<file path="config.mk">
export PLATFORM = sky130hd
export DESIGN_NAME = cbal_front
export DESIGN_NICKNAME = d
export VERILOG_FILES = /design/src/hw/rtl/cbal_pkg.sv /design/src/hw/rtl/cbal_front.sv
export SDC_FILE = /design/constraint.sdc
export NUM_CORES = 1
export LEC_CHECK = 0
export BUFFER_PORTS_ARGS = -buffer_cell sky130_fd_sc_hd__buf_2
export CAP_MARGIN = 10
export CORE_ASPECT_RATIO = 0.75
export CORE_MARGIN = 2
export CORE_UTILIZATION = 42
export DETAILED_ROUTE_END_ITERATION = 7
export GPL_TIMING_DRIVEN = 0
export PLACE_DENSITY_LB_ADDON = 0.3
export REMOVE_ABC_BUFFERS = 1
export SETUP_SLACK_MARGIN = 0.15
export SYNTH_ARGS = -nofsm -noshare
export SYNTH_HDL_FRONTEND = slang
export SYNTH_SLANG_ARGS = --single-unit
</file>
<file path="constraint.sdc">
create_clock -name i_clk -period 4.5 [get_ports i_clk]
set_clock_uncertainty 0.05 [all_clocks]
set_input_delay 0.9 -clock i_clk [delete_from_list [all_inputs] [get_ports i_clk]]
set_output_delay 0.9 -clock i_clk [all_outputs]
set_load 0.01 [all_outputs]
</file>
<file path="src/hw/rtl/cbal_pkg.sv">
// Shared types and constants for the cubic Bezier arc length unit.
// No dependencies.
`timescale 1ns / 1ps

package cbal_pkg;

    localparam int COORD_W = 24;
    localparam int T_W     = 17;
    localparam int WGT_W   = 31;
    localparam int PNT_W   = 27;
    localparam int SQ_W    = 56;
    localparam int RT_W    = SQ_W / 2 + 1;
    localparam int ACC_W   = 40;
    localparam int LEN_W   = 32;

    localparam logic [T_W-1:0]     T_ONE     = 17'h10000;
    localparam logic [COORD_W-1:0] COORD_BIAS = 24'h800000;
    localparam logic [ACC_W-1:0]   LEN_MAX   = 40'h00_FFFF_FFFF;

    typedef struct packed {
        logic [COORD_W-1:0] ox;
        logic [COORD_W-1:0] oy;
        logic [COORD_W-1:0] tx;
        logic [COORD_W-1:0] ty;
        logic [COORD_W-1:0] cx;
    } t_item;

    typedef struct packed {
        t_item item;
        logic  first;
        logic  last;
    } t_tok;

endpackage

</file>
<file path="src/hw/rtl/cbal_front.sv">
// Input stage: takes a transfer, biases the coordinates, forms control x.
// Depends on cbal_pkg.
`timescale 1ns / 1ps

module cbal_front import cbal_pkg::*; (
    input  logic        i_clk,
    input  logic        i_rst_n,
    input  logic        i_valid,
    output logic        o_ready,
    input  logic [95:0] i_data,
    output logic        o_valid,
    input  logic        i_ready,
    output t_item       o_item
);

    logic  r_valid;
    t_item r_item;
    t_item n_item;

    assign o_ready = !r_valid || i_ready;
    assign o_valid = r_valid;
    assign o_item  = r_item;

    always_comb begin
        n_item.ox = i_data[23:0]  ^ COORD_BIAS;
        n_item.oy = i_data[47:24] ^ COORD_BIAS;
        n_item.tx = i_data[71:48] ^ COORD_BIAS;
        n_item.ty = i_data[95:72] ^ COORD_BIAS;
        n_item.cx = 24'(({1'b0, n_item.ox} + {1'b0, n_item.tx}) >> 1);
    end

    always_ff @(posedge i_clk) begin
        if (!i_rst_n) begin
            r_valid <= 1'b0;
        end else if (o_ready) begin
            r_valid <= i_valid;
        end
    end

    always_ff @(posedge i_clk) begin
        if (o_ready && i_valid) begin
            r_item <= n_item;
        end
    end

endmodule

</file>
======== Yosys cells after proc, flatten, opt, wreduce, memory -nomap -nowiden ========
Cells that the tools add are included.
word-level totals
  word-level logic and storage cells ...... 14
  bits in registers ....................... 121
  output and inout port bits .............. 122
  input bits .............................. 100
cells by class
  bitwise logic cells ..................... 4
  add/subtract/negate cells ............... 1
  reduce and logical (&&, ||, !) cells .... 3
operators with widths
  operator           number
  $add 24x24->25     1
  $not 1->1          4
  $logic_and 1x1->1  1
  $logic_not 1->1    1
  $logic_or 1x1->1   1

======== Depth between registers and ports, before layout ========
  depth after elaboration ................. 3
  depth in mapped cells ................... 8
  gate-level depth less buffers ........... 8

======== Worst setup path before layout ========
OpenSTA, ideal clock, no wires.
  path type ............................... input to register
  start ................................... input port i_ready
  end ..................................... register r_item, in the netlist o_item[0] (enable)
  required time ........................... 3.956 ns
  cell stages on the path ................. 2
  setup time .............................. 0.494 ns
  slack ................................... 0.082 ns
  data arrival time ....................... 3.874 ns
  buffers on the path ..................... 0
  cells stage by stage .................... nand2b_1 and2_1
between the ends
  longest elaborated chain between the ends .. 2
RTL lines
  item                    line              RTL
  start: declaration      cbal_front.sv:12  input logic i_ready,
  $logic_or 1x1->1        cbal_front.sv:20  assign o_ready = !r_valid || i_ready;
  $logic_and 1x1->1       cbal_front.sv:41  if (o_ready && i_valid) begin
  end signal: assignment  cbal_front.sv:42  r_item <= n_item;
  end: declaration        cbal_front.sv:17  t_item r_item;
Every way passes these cells.
A chain may end at the register's enable or synchronous reset.

==> summary.md <==
| Metric | Value |
|---|---|
| Full die area | about 13,000 sq um |
| Share of cells above drive strength 1 | about half |
| Max Used Layer | met4 |
| CTS Sinks | 121 |
| Vias per std cell | 4.81 |
| # DRC | 0 |
| Tcrit/Tclk final | roughly three fifths |
| Fin crit period | roughly 2.7 ns |
| Initial core utilization | 42.8% |
| Sequential area share after synthesis | 73.5% |
| # hold bufs at CTS | 0 |
| Leak Pwr | 2.92 nW |
| Synth Instances | 293 |
| Final-report hold violation count | 0 |
| Final WL | 11.1 mm |
| IO buf count | 221 |
| H-tree levels | 4 |
| Placer congestion estimate | 0.791 |
| CP Data Arrival Time | 2.79 ns |
| Worst-path clk slew | 0.06 ns |
| Die width | ~130 um |
| Setup CP Type | input port to flip-flop |
| Synth Warn # | 0 |
| Final net count | 655 |
| GRT Resource Usage Total | 17.7% |
| Hold depth | 2 |
| Largest net degree at the start of global routing | 69 |
| DRT Pass-1 Iters | 4 |
| DRT iter0 DRCs | around 220 |
| Final setup fails | 0 |
| I/O pin count | around 220 |
| Worst endpoint required time | 4.60 ns |
| CTS resizes | 0 |
| Worst Hold Class | flip-flop to flip-flop |
| Worst vdd ir | 287 uV |
| DR vias | 3,393 |
| CP max FO | 3 |
| Drt wl/cell | 15.7 um |
| Worst-skew pair later-pin latency | 0.40 ns |
| Synth Register Bits | approximately 120 |
| Met2 routed WL | between 5 and 6 mm |
| Primary FF master, synth | edfxtp_1 |
| Final setup margin | between 1.5 and 2 ns |
| Crit path launch type | input port |
| Rel. slew slack | 51.4% |
| Asr flop ratio synth | 0% |
| Layout Utilization | 59.3% |
| Max Freq | 0.371 GHz |
| CORE AREA | 11,500 sq um |
| Met1 Wirelength | 4.76 mm |
| Worst Reg-to-Reg Cells | 3 |
| Post-Syn Area | 4930 sq um |
| Met3 wire len | 932 um |
| ANT cells | 0 |
| Setup WS pre-CTS | 1.36 ns |
| Initial antenna violation count | 0 |
| Global-route wire length before repair | 17.0 mm |
| Synth Area per Inst | 16.8 sq um |
| Postcts setup bufs | 0 |
| Root Buffer | clkbuf_16 |
| Post-DRT Antenna Nets | 0 |
| Vias in the first global route | 3,338 |
| Num CTS Buffers | 17 |
| Library cells used by synthesis | 48 |
| Core Rows | 34 |
| DP HPWL | between 8 and 9 mm |
| RSZ-0062 raised after global routing | false |
| Clock Tree Buf Depth | 2 |
| Status | completed |
| Area Growth Syn to Fin | 38.7% |
| CTS tree | done |
| Setup crit end kind | flip-flop |
| Die height | ~98 um |
| Pwr per Cell Area | roughly 450 nW/um^2 |
| Max-slew violation count | 0 |
| Number of max-cap violations | 0 |
| Post-synth EDFFs | 120 |
| Worst slew pin tran | 0.730 ns |
| Total grt overflow | 0 |
==> layout by cell type (no fill, tap or decap), drive strengths merged, types with 3 or more instances in the layout <==
cell type,n
a21o,5
a21oi,21
a31oi,5
and2,3
and3,4
buf,222
clkbuf,17
clkinvlp,3
edfxtp,120
ha,23
inv,19
nand2,11
nand2b,6
nand3,6
nand4,4
nor2,8
o21a,3
o21ai,12
xnor2,15
xor2,5
==> report_power, final <==
| group | internal (W) | leakage [nW] | switching, W |
|---|---|---|---|
| Combinational | 0.000168 | 1.47 | 0.000230 |
| Clock | 0.000825 | 0.278 | 0.000509 |
| Sequential | 0.00135 | 1.17 | 0.0000181 |
==> Yosys cell counts (all sizes together) (3+ instances only) <==
master    n  area [sq um]
and2      3          18.8
edfxtp  120          3600
and3      4          25.0
o21a      3          22.5
a21o      5          37.5
nand2b    6          37.5
nand4     4          31.3
o21ai    12          60.1
inv      12          45.0
ha       23           288
nand3     6          30.0
xor2      5          43.8
nand2    11          41.3
a31oi     5          31.3
xnor2    15           131
a21oi    21           143
nor2      8          32.5
==> flip-flops by register name (all words and copies together) (netlist names) <==
name	count
o_item	120
o_valid	1
==> final timing paths <==
path	end	from	slack, ns
max reg2reg	o_item[43]	o_valid	2.64
min reg2reg	o_valid	o_valid	0.49
max	o_item[21]	i_data[0]	1.80
min	o_valid	o_valid	0.49
==> critical path: stages <==
cell	delay, ns
buf_2	0.11
and2_1	0.16
fa_1	0.43
a21oi_4	0.22
o22ai_2	0.13
o2111ai_2	0.28
a21oi_2	0.12
o41ai_2	0.32
xnor2_1	0.11
==> metrics by stage <==
step | instances | TNS [ns] | power, W | hold slack (ns) | area [sq um]
4_1_cts | 705 | 0 | 0.00313 | 0.486 | 6840
2_1_floorplan | 290 | 0 | 0.00162 | 0.560 | 4910
3_3_place_gp | 673 | -104.78 | 0.00178 | 0.453 | 6220
5_1_grt | 705 | 0 | 0.00321 | 0.529 | 6840
3_5_place_dp | 674 | 0 | 0.00179 | 0.478 | 6250
6_report | 705 | 0 | 0.00310 | 0.485 | 6840
==> layout make-up <==
| cell class | instances | area, sq um |
|---|---|---|
| multi-input cells | 157 | 1250 |
| flip-flops and latches | 121 | 3620 |
| repair buffers | 222 | 1130 |
| fillers | 929 | 4690 |
| inverters | 12 | 45.0 |
| clock buffers | 17 | 425 |
| clock inverters | 14 | 161 |
| well taps | 162 | 203 |
==> layer usage <==
layer	vias to the layer above	track usage [%]
met3	8	6.36
met1	1615	22.2
met5	-	0
met4	0	5.77
li1	1627	-
met2	143	28.6
==> kinds of logic (layout without fill, tap and decap cells) <==
| logic type | Yosys count | count (layout) | synth area share (%) |
|---|---|---|---|
| buffers and inverters | 15 | 265 | 1.29 |
| AOI/OAI and AO/OA | 63 | 63 | 9.94 |
| and+or+nand+nor | 50 | 50 | 5.51 |
| adders and majority gates | 24 | 24 | 6.24 |
| DFF | 121 | 121 | 73.5 |
| xor gates and xnor gates | 20 | 20 | 3.55 |
(Power assumes the default switching activity.)
