$ cat config.mk
export PLATFORM = sky130hd
export DESIGN_NAME = cbal_queue
export DESIGN_NICKNAME = d
export VERILOG_FILES = /design/src/hw/rtl/cbal_pkg.sv /design/src/hw/rtl/cbal_queue.sv
export SDC_FILE = /design/constraint.sdc
export NUM_CORES = 1
export LEC_CHECK = 0
export BUFFER_PORTS_ARGS = -buffer_cell sky130_fd_sc_hd__buf_2
export CAP_MARGIN = 15
export CORE_ASPECT_RATIO = 1.75
export CORE_MARGIN = 2
export CORE_UTILIZATION = 50
export CTS_BUF_LIST = sky130_fd_sc_hd__clkbuf_4 sky130_fd_sc_hd__clkbuf_8 sky130_fd_sc_hd__clkbuf_16
export DETAILED_ROUTE_END_ITERATION = 12
export PLACE_DENSITY = 0.78
export SYNTH_ARGS = -nofsm -noshare
export SYNTH_HDL_FRONTEND = slang
export SYNTH_SLANG_ARGS = --single-unit
$ cat constraint.sdc
create_clock -name i_clk -period 6.2 [get_ports i_clk]
set_clock_uncertainty 0.1 [all_clocks]
set_input_delay 0.62 -clock i_clk [delete_from_list [all_inputs] [get_ports i_clk]]
set_output_delay 0.62 -clock i_clk [all_outputs]
set_load 0.05 [all_outputs]
$ cat src/hw/rtl/cbal_pkg.sv
// Shared types and constants for the cubic Bezier arc length unit.
// No dependencies.
`timescale 1ns / 1ps

package cbal_pkg;

    localparam int COORD_W = 24;
    localparam int T_W     = 17;
    localparam int WGT_W   = 31;
    localparam int PNT_W   = 27;
    localparam int SQ_W    = 56;
    localparam int RT_W    = SQ_W / 2 + 1;
    localparam int ACC_W   = 40;
    localparam int LEN_W   = 32;

    localparam logic [T_W-1:0]     T_ONE     = 17'h10000;
    localparam logic [COORD_W-1:0] COORD_BIAS = 24'h800000;
    localparam logic [ACC_W-1:0]   LEN_MAX   = 40'h00_FFFF_FFFF;

    typedef struct packed {
        logic [COORD_W-1:0] ox;
        logic [COORD_W-1:0] oy;
        logic [COORD_W-1:0] tx;
        logic [COORD_W-1:0] ty;
        logic [COORD_W-1:0] cx;
    } t_item;

    typedef struct packed {
        t_item item;
        logic  first;
        logic  last;
    } t_tok;

endpackage

$ cat src/hw/rtl/cbal_queue.sv
// Four-entry queue of items between front and back.
// Depends on cbal_pkg.
`timescale 1ns / 1ps

module cbal_queue import cbal_pkg::*; (
    input  logic  i_clk,
    input  logic  i_rst_n,
    input  logic  i_push,
    input  t_item i_item,
    output logic  o_full,
    input  logic  i_pop,
    output logic  o_valid,
    output t_item o_item
);

    t_item      r_mem [4];
    logic [1:0] r_wr;
    logic [1:0] r_rd;
    logic [2:0] r_cnt;

    assign o_full  = r_cnt == 3'd4;
    assign o_valid = r_cnt != 3'd0;
    assign o_item  = r_mem[r_rd];

    always_ff @(posedge i_clk) begin
        if (!i_rst_n) begin
            r_wr  <= 2'd0;
            r_rd  <= 2'd0;
            r_cnt <= 3'd0;
        end else begin
            if (i_push) begin
                r_wr <= r_wr + 2'd1;
            end
            if (i_pop) begin
                r_rd <= r_rd + 2'd1;
            end
            r_cnt <= r_cnt + 3'(i_push) - 3'(i_pop);
        end
    end

    always_ff @(posedge i_clk) begin
        if (i_push) begin
            r_mem[r_wr] <= i_item;
        end
    end

endmodule

After elaboration in Yosys (flattened, before gate mapping)
Memory sizes are Yosys's and may differ from the RTL's. A register that Yosys moved wholly into a read port is not among the register bits.
Index checks and enable logic that the tools add are counted.
{"block": "op_classes", "n_eq_ne": 1, "n_reduce_logical": 1, "add_sub_neg": 4, "muxes": 4}
{"op": "2-bit by 1-bit adder with 2-bit output, second input constant", "count": 2}
{"op": "2-bit 2-to-1 mux", "count": 2}
{"op": "3-bit by 1-bit adder with 3-bit output", "count": 1}
{"op": "3-bit equality test, second input constant", "count": 1}
{"op": "3-bit nonzero test", "count": 1}
{"op": "3-bit by 1-bit subtractor with 3-bit output", "count": 1}
{"op": "1-bit 2-to-1 mux", "count": 2}
{"block": "word_totals", "ram_bits": 480, "wordCells": 14, "mem_count": 1, "regBits": 7}
{"memory": "r_mem", "depth": 4, "width": 120, "read_ports": 1, "rd_clocked_by_memory_dff": 1, "write_ports": 1, "line_no": "cbal_queue.sv:16", "text": "t_item r_mem [4];"}

Logic depth before layout (Yosys ltp)
{"block": "logic_depth", "word_depth": 3, "depth_mapped": 7, "mapped_depth_nobuf": 7}

Worst setup path after synthesis
OpenSTA, ideal clock, no wires.
{"block": "synth_timing", "kind": "input -> register", "from": "in i_push", "to": "mem r_mem[0][0] (netlist bit) (enable)", "path_stages": 1, "t_arrival_ns": 3.375, "setup_slack_ns": 2.233, "n_path_buf": 0, "setup_ns": 0.493, "required_time_ns": 5.607, "path_cell_list": "and2_1"}
{"block": "synth_between", "elab_chain_cells": 2}
{"item": "start, declared", "line_no": "cbal_queue.sv:8", "text": "input logic i_push,"}
{"item": "1-bit 2-to-1 mux", "line_no": "cbal_queue.sv:42", "text": "if (i_push) begin"}
{"item": "1-bit 2-to-1 mux (implied by the code)", "line_no": "cbal_queue.sv:43", "text": "r_mem[r_wr] <= i_item;"}
{"item": "end, declared", "line_no": "cbal_queue.sv:16"}
Every way passes these cells.

==> out/metrics.sh <==
GLOBAL_ROUTE_WIRE_LENGTH_BEFORE_REPAIR_UM=50100
RR_ENDPOINT='r_mem[1][116]'
DIE_W_UM=146
CRIT_PATH_CELL_TRACE='buf_4, mux4_2, buf_2'
SYNTH.TOP_CELLS.BY_AREA='sky130_fd_sc_hd__edfxtp_1 (81%), sky130_fd_sc_hd__mux4_2 (15%), sky130_fd_sc_hd__dfxtp_1 (1.0%)'
GROUTE.USAGE.OVERALL=0.180
MAPPEDNETLISTAREA_MM2=0.0178
DRT_PRE_ANTENNA_ITERS=4
SYNTHMOSTINSTANTIATEDCELL='sky130_fd_sc_hd__edfxtp_1'
MAX-CLOCK-PATH-BUFFERS=3
OUTCOME='finished clean'
LEAKAGEPOWER_nW=7.02
NNETSFINAL=1076
CRITPATHARRIVALTIME_NS=2.85
FF_LATCH_AREA_MM2=0.0146
TOP_USAGE_LAYER='met2'
AREA_GROWTH_PCT=17.8
SYNTH.TOP_CELL.AREA_SHARE=0.812
MIN-DELAY-PATH-CLASS='input pin to flop'
NUMBER_OF_ROWS_IN_THE_CORE_AREA=91
USE_MET3=0.0420
GRT_ANTENNA_BEFORE_REPAIR=11
POST-SYNTH-TOP-AREA-CELL='sky130_fd_sc_hd__edfxtp_1'
SETUP_TNS_NS=0
CTS_TREE='done'
MAX_SLEW.WORST_PIN.SLEW_NS=0.876
POST_CTS_RESIZE_COUNT=0
WORSTSETUPSTARTPOINTTYPE='flop'
LATER_PIN_CLOCK_LATENCY_IN_THE_SKEW_REPORT_NS=0.53
SYNTH-EDFF-COUNT=480
NUMCTSBUFFERS=43
CTS_HTREE_LEVELS=2
AVGVIACOUNTPERCELL=5.45
DRIVE_GT1_FRAC=0.466
TIMING.FINAL.HOLD_VIOLATIONS=0
START_UTIL=0.506
CTSHOLDBUFFERS=0
SETUP-VIOLATIONS-FINAL=0
DRV_CAP=0
PIN_COUNT_OF_THE_BIGGEST_NET_ENTERING_GLOBAL_ROUTING=73
CTS_ROOT_BUF='sky130_fd_sc_hd__clkbuf_16'
CORE_AREA_MM2=0.0351
CRITPATHCAPTURETYPE='primary output'
VDD_IR_DROP_MAX_mV=0.261
MET1_USAGE=0.206
WORSTPATHMAXFANOUT=54
TIMING.CRITICAL_PATH.BUF_INV=2
CRITPATHMAXSTAGEDELAY_NS=0.85
CLOCK-SINKS=489
POST_CTS.REPAIR.SETUP_BUFFERS=0
SYNTHESIS.YOSYS.WARNINGS=0
CLK_TRANSITION_REPORTED_PATHS_NS=0.07
SYNTH.NET_COUNT=800
FILLCELLCOUNT=2524
GR-TOTAL-OVERFLOW=0
WORST-R2R-SETUP-SLACK_NS=3.60
SYN_INST=669
POSTROUTEWIRELENGTH_UM=33500
MULTIINPUTGATEAREA_MM2=0.00295
SYNTH_SEQUENTIAL_AREA_RATIO=0.822
CRIT_SLOWEST_CELL='sky130_fd_sc_hd__dfxtp_4'
PERIOD_NEEDED_NS=3.57
NETLIST-CELL-TYPE-COUNT=20
AVGSYNTHCELLAREA_UM2=26.5
WORST_SLEW_MARGIN_REL=0.416
COUNT_OF_STATE_ELEMENTS_AFTER_SYNTHESIS=489
DRTANTENNAVIOLNETS=0
FIRST_GLOBAL_VIAS=8631
TIMING.FINAL.MAX_SLEW_VIOLATIONS=0
MAX_FREQ_MHz=280
YS_DOMINANT_REG_CELL='sky130_fd_sc_hd__edfxtp_1'
CRITPATHREQUIREDTIME_NS=5.48
CRITPATHTOPFAMILY='buffers and inverters'
HPWL_REPORTED_AT_THE_END_OF_DETAILED_PLACEMENT_UM=20400
SYNTH.TOP_CELLS.BY_COUNT='sky130_fd_sc_hd__edfxtp_1 (480), sky130_fd_sc_hd__mux4_2 (120), sky130_fd_sc_hd__buf_2 (12)'
FP.DIEAREA_MM2=0.0371
CRIT_CELLS=3
POST-ROUTE-PERIOD-UTIL=0.575
TOTALPOWERFINAL_mW=7.50
IO-PIN-COUNT=246
DIE_H_UM=253
WORST_SETUP_PATH_ENDPOINT='o_item[92]'
PORT_BUFFERS=245
DETAIL_ROUTE.WL_PER_CELL_UM=23.2
GRT_SETUP_UNREPAIRED='false'
DRCVIOLATIONCOUNT=0
FF2FF_PATH_DEPTH=3
ASYNCSETRESETFLOPFRACSYNTH=0
DR.FIRST_ITER.DRC_COUNT=447
GLOBALROUTEMET2UTIL=0.325
RR_STARTPOINT='r_wr[0]'
VIAS=7897
CRITICALPATHCATEGORY='flop to primary output'
POWER.DENSITY_CELL_AREA_mW_PER_MM2=358
GP_CONGESTION=0.712
## placed cells by master, fill, tap and decap left out, drive strengths merged, types with 5 or more instances in the layout
master,n
mux4,120
diode,6
inv,8
dfxtp,9
clkbuf,50
buf,257
ha,6
nor2,5
and2,6
clkinv,20
edfxtp,480
## report_power, final
part	internal (mW)	switching, mW
combinational	0.307	0.717
clock	1.49	1.13
sequential	3.80	0.0588
## worst min path at each step
stage | from | to | depth (start not counted)
after detailed placement | r_rd[1] | flop | 2
after global routing | i_item[88] | r_mem[0][88] | 1
after floorplan | r_rd[1] | flop | 2
after CTS | i_item[0] | r_mem[2][0] | 1
after global placement | r_rd[0] | r_rd[0] | 2
final | i_item[93] | r_mem[3][93] | 1
## sequential cells by signal (all words and copies together), names as in the netlist, named ones only
name,cells
r_mem,480
r_cnt,3
r_rd,2
r_wr,2
## layout make-up
cell class / instances / share of cell area
Timing Repair Buffer: 257 / 0.0636
Sequential cell: 489 / 0.698
Multi-Input combinational cell: 147 / 0.141
Clock buffer: 50 / 0.0560
Inverter: 7 / 0.00126
Antenna cell: 6 / 0.000718
Clock inverter: 27 / 0.0113
Tap cell: 465 / 0.0278
## cells by family (layout without fill, tap and decap cells)
kind of cell,after synthesis,after routing,synth area share
flops,489,489,0.822
other cells,0,6,0
compound gates,2,2,0.000846
mux,121,121,0.153
xor+xnor,3,3,0.00233
simple gates,14,14,0.00430
buf+inv,33,341,0.0123
fa+ha+maj,7,7,0.00536
## metal layers
layer | wire length, um | share of wire
met3 | 1820 | 0.054
met5 | 57 | 0.0017
met4 | 1230 | 0.037
met2 | 18300 | 0.54
met1 | 12200 | 0.36
## per-stage QoR
stage | instances | setup slack (ns) | hold WS (ns) | utilization | area (um^2)
6_report | 1448 | 2.63 | 0.187 | 0.596 | 20900
5_1_grt | 1446 | 2.50 | 0.168 | 0.596 | 20900
4_1_cts | 1442 | 2.57 | 0.156 | 0.596 | 20900
3_5_place_dp | 1365 | 3.12 | 0.426 | 0.556 | 19500
3_3_place_gp | 1365 | 3.10 | 0.433 | 0.556 | 19500
2_1_floorplan | 669 | 2.23 | 0.399 | - | 17800
No activity file was read; power rests on OpenSTA's default activity.
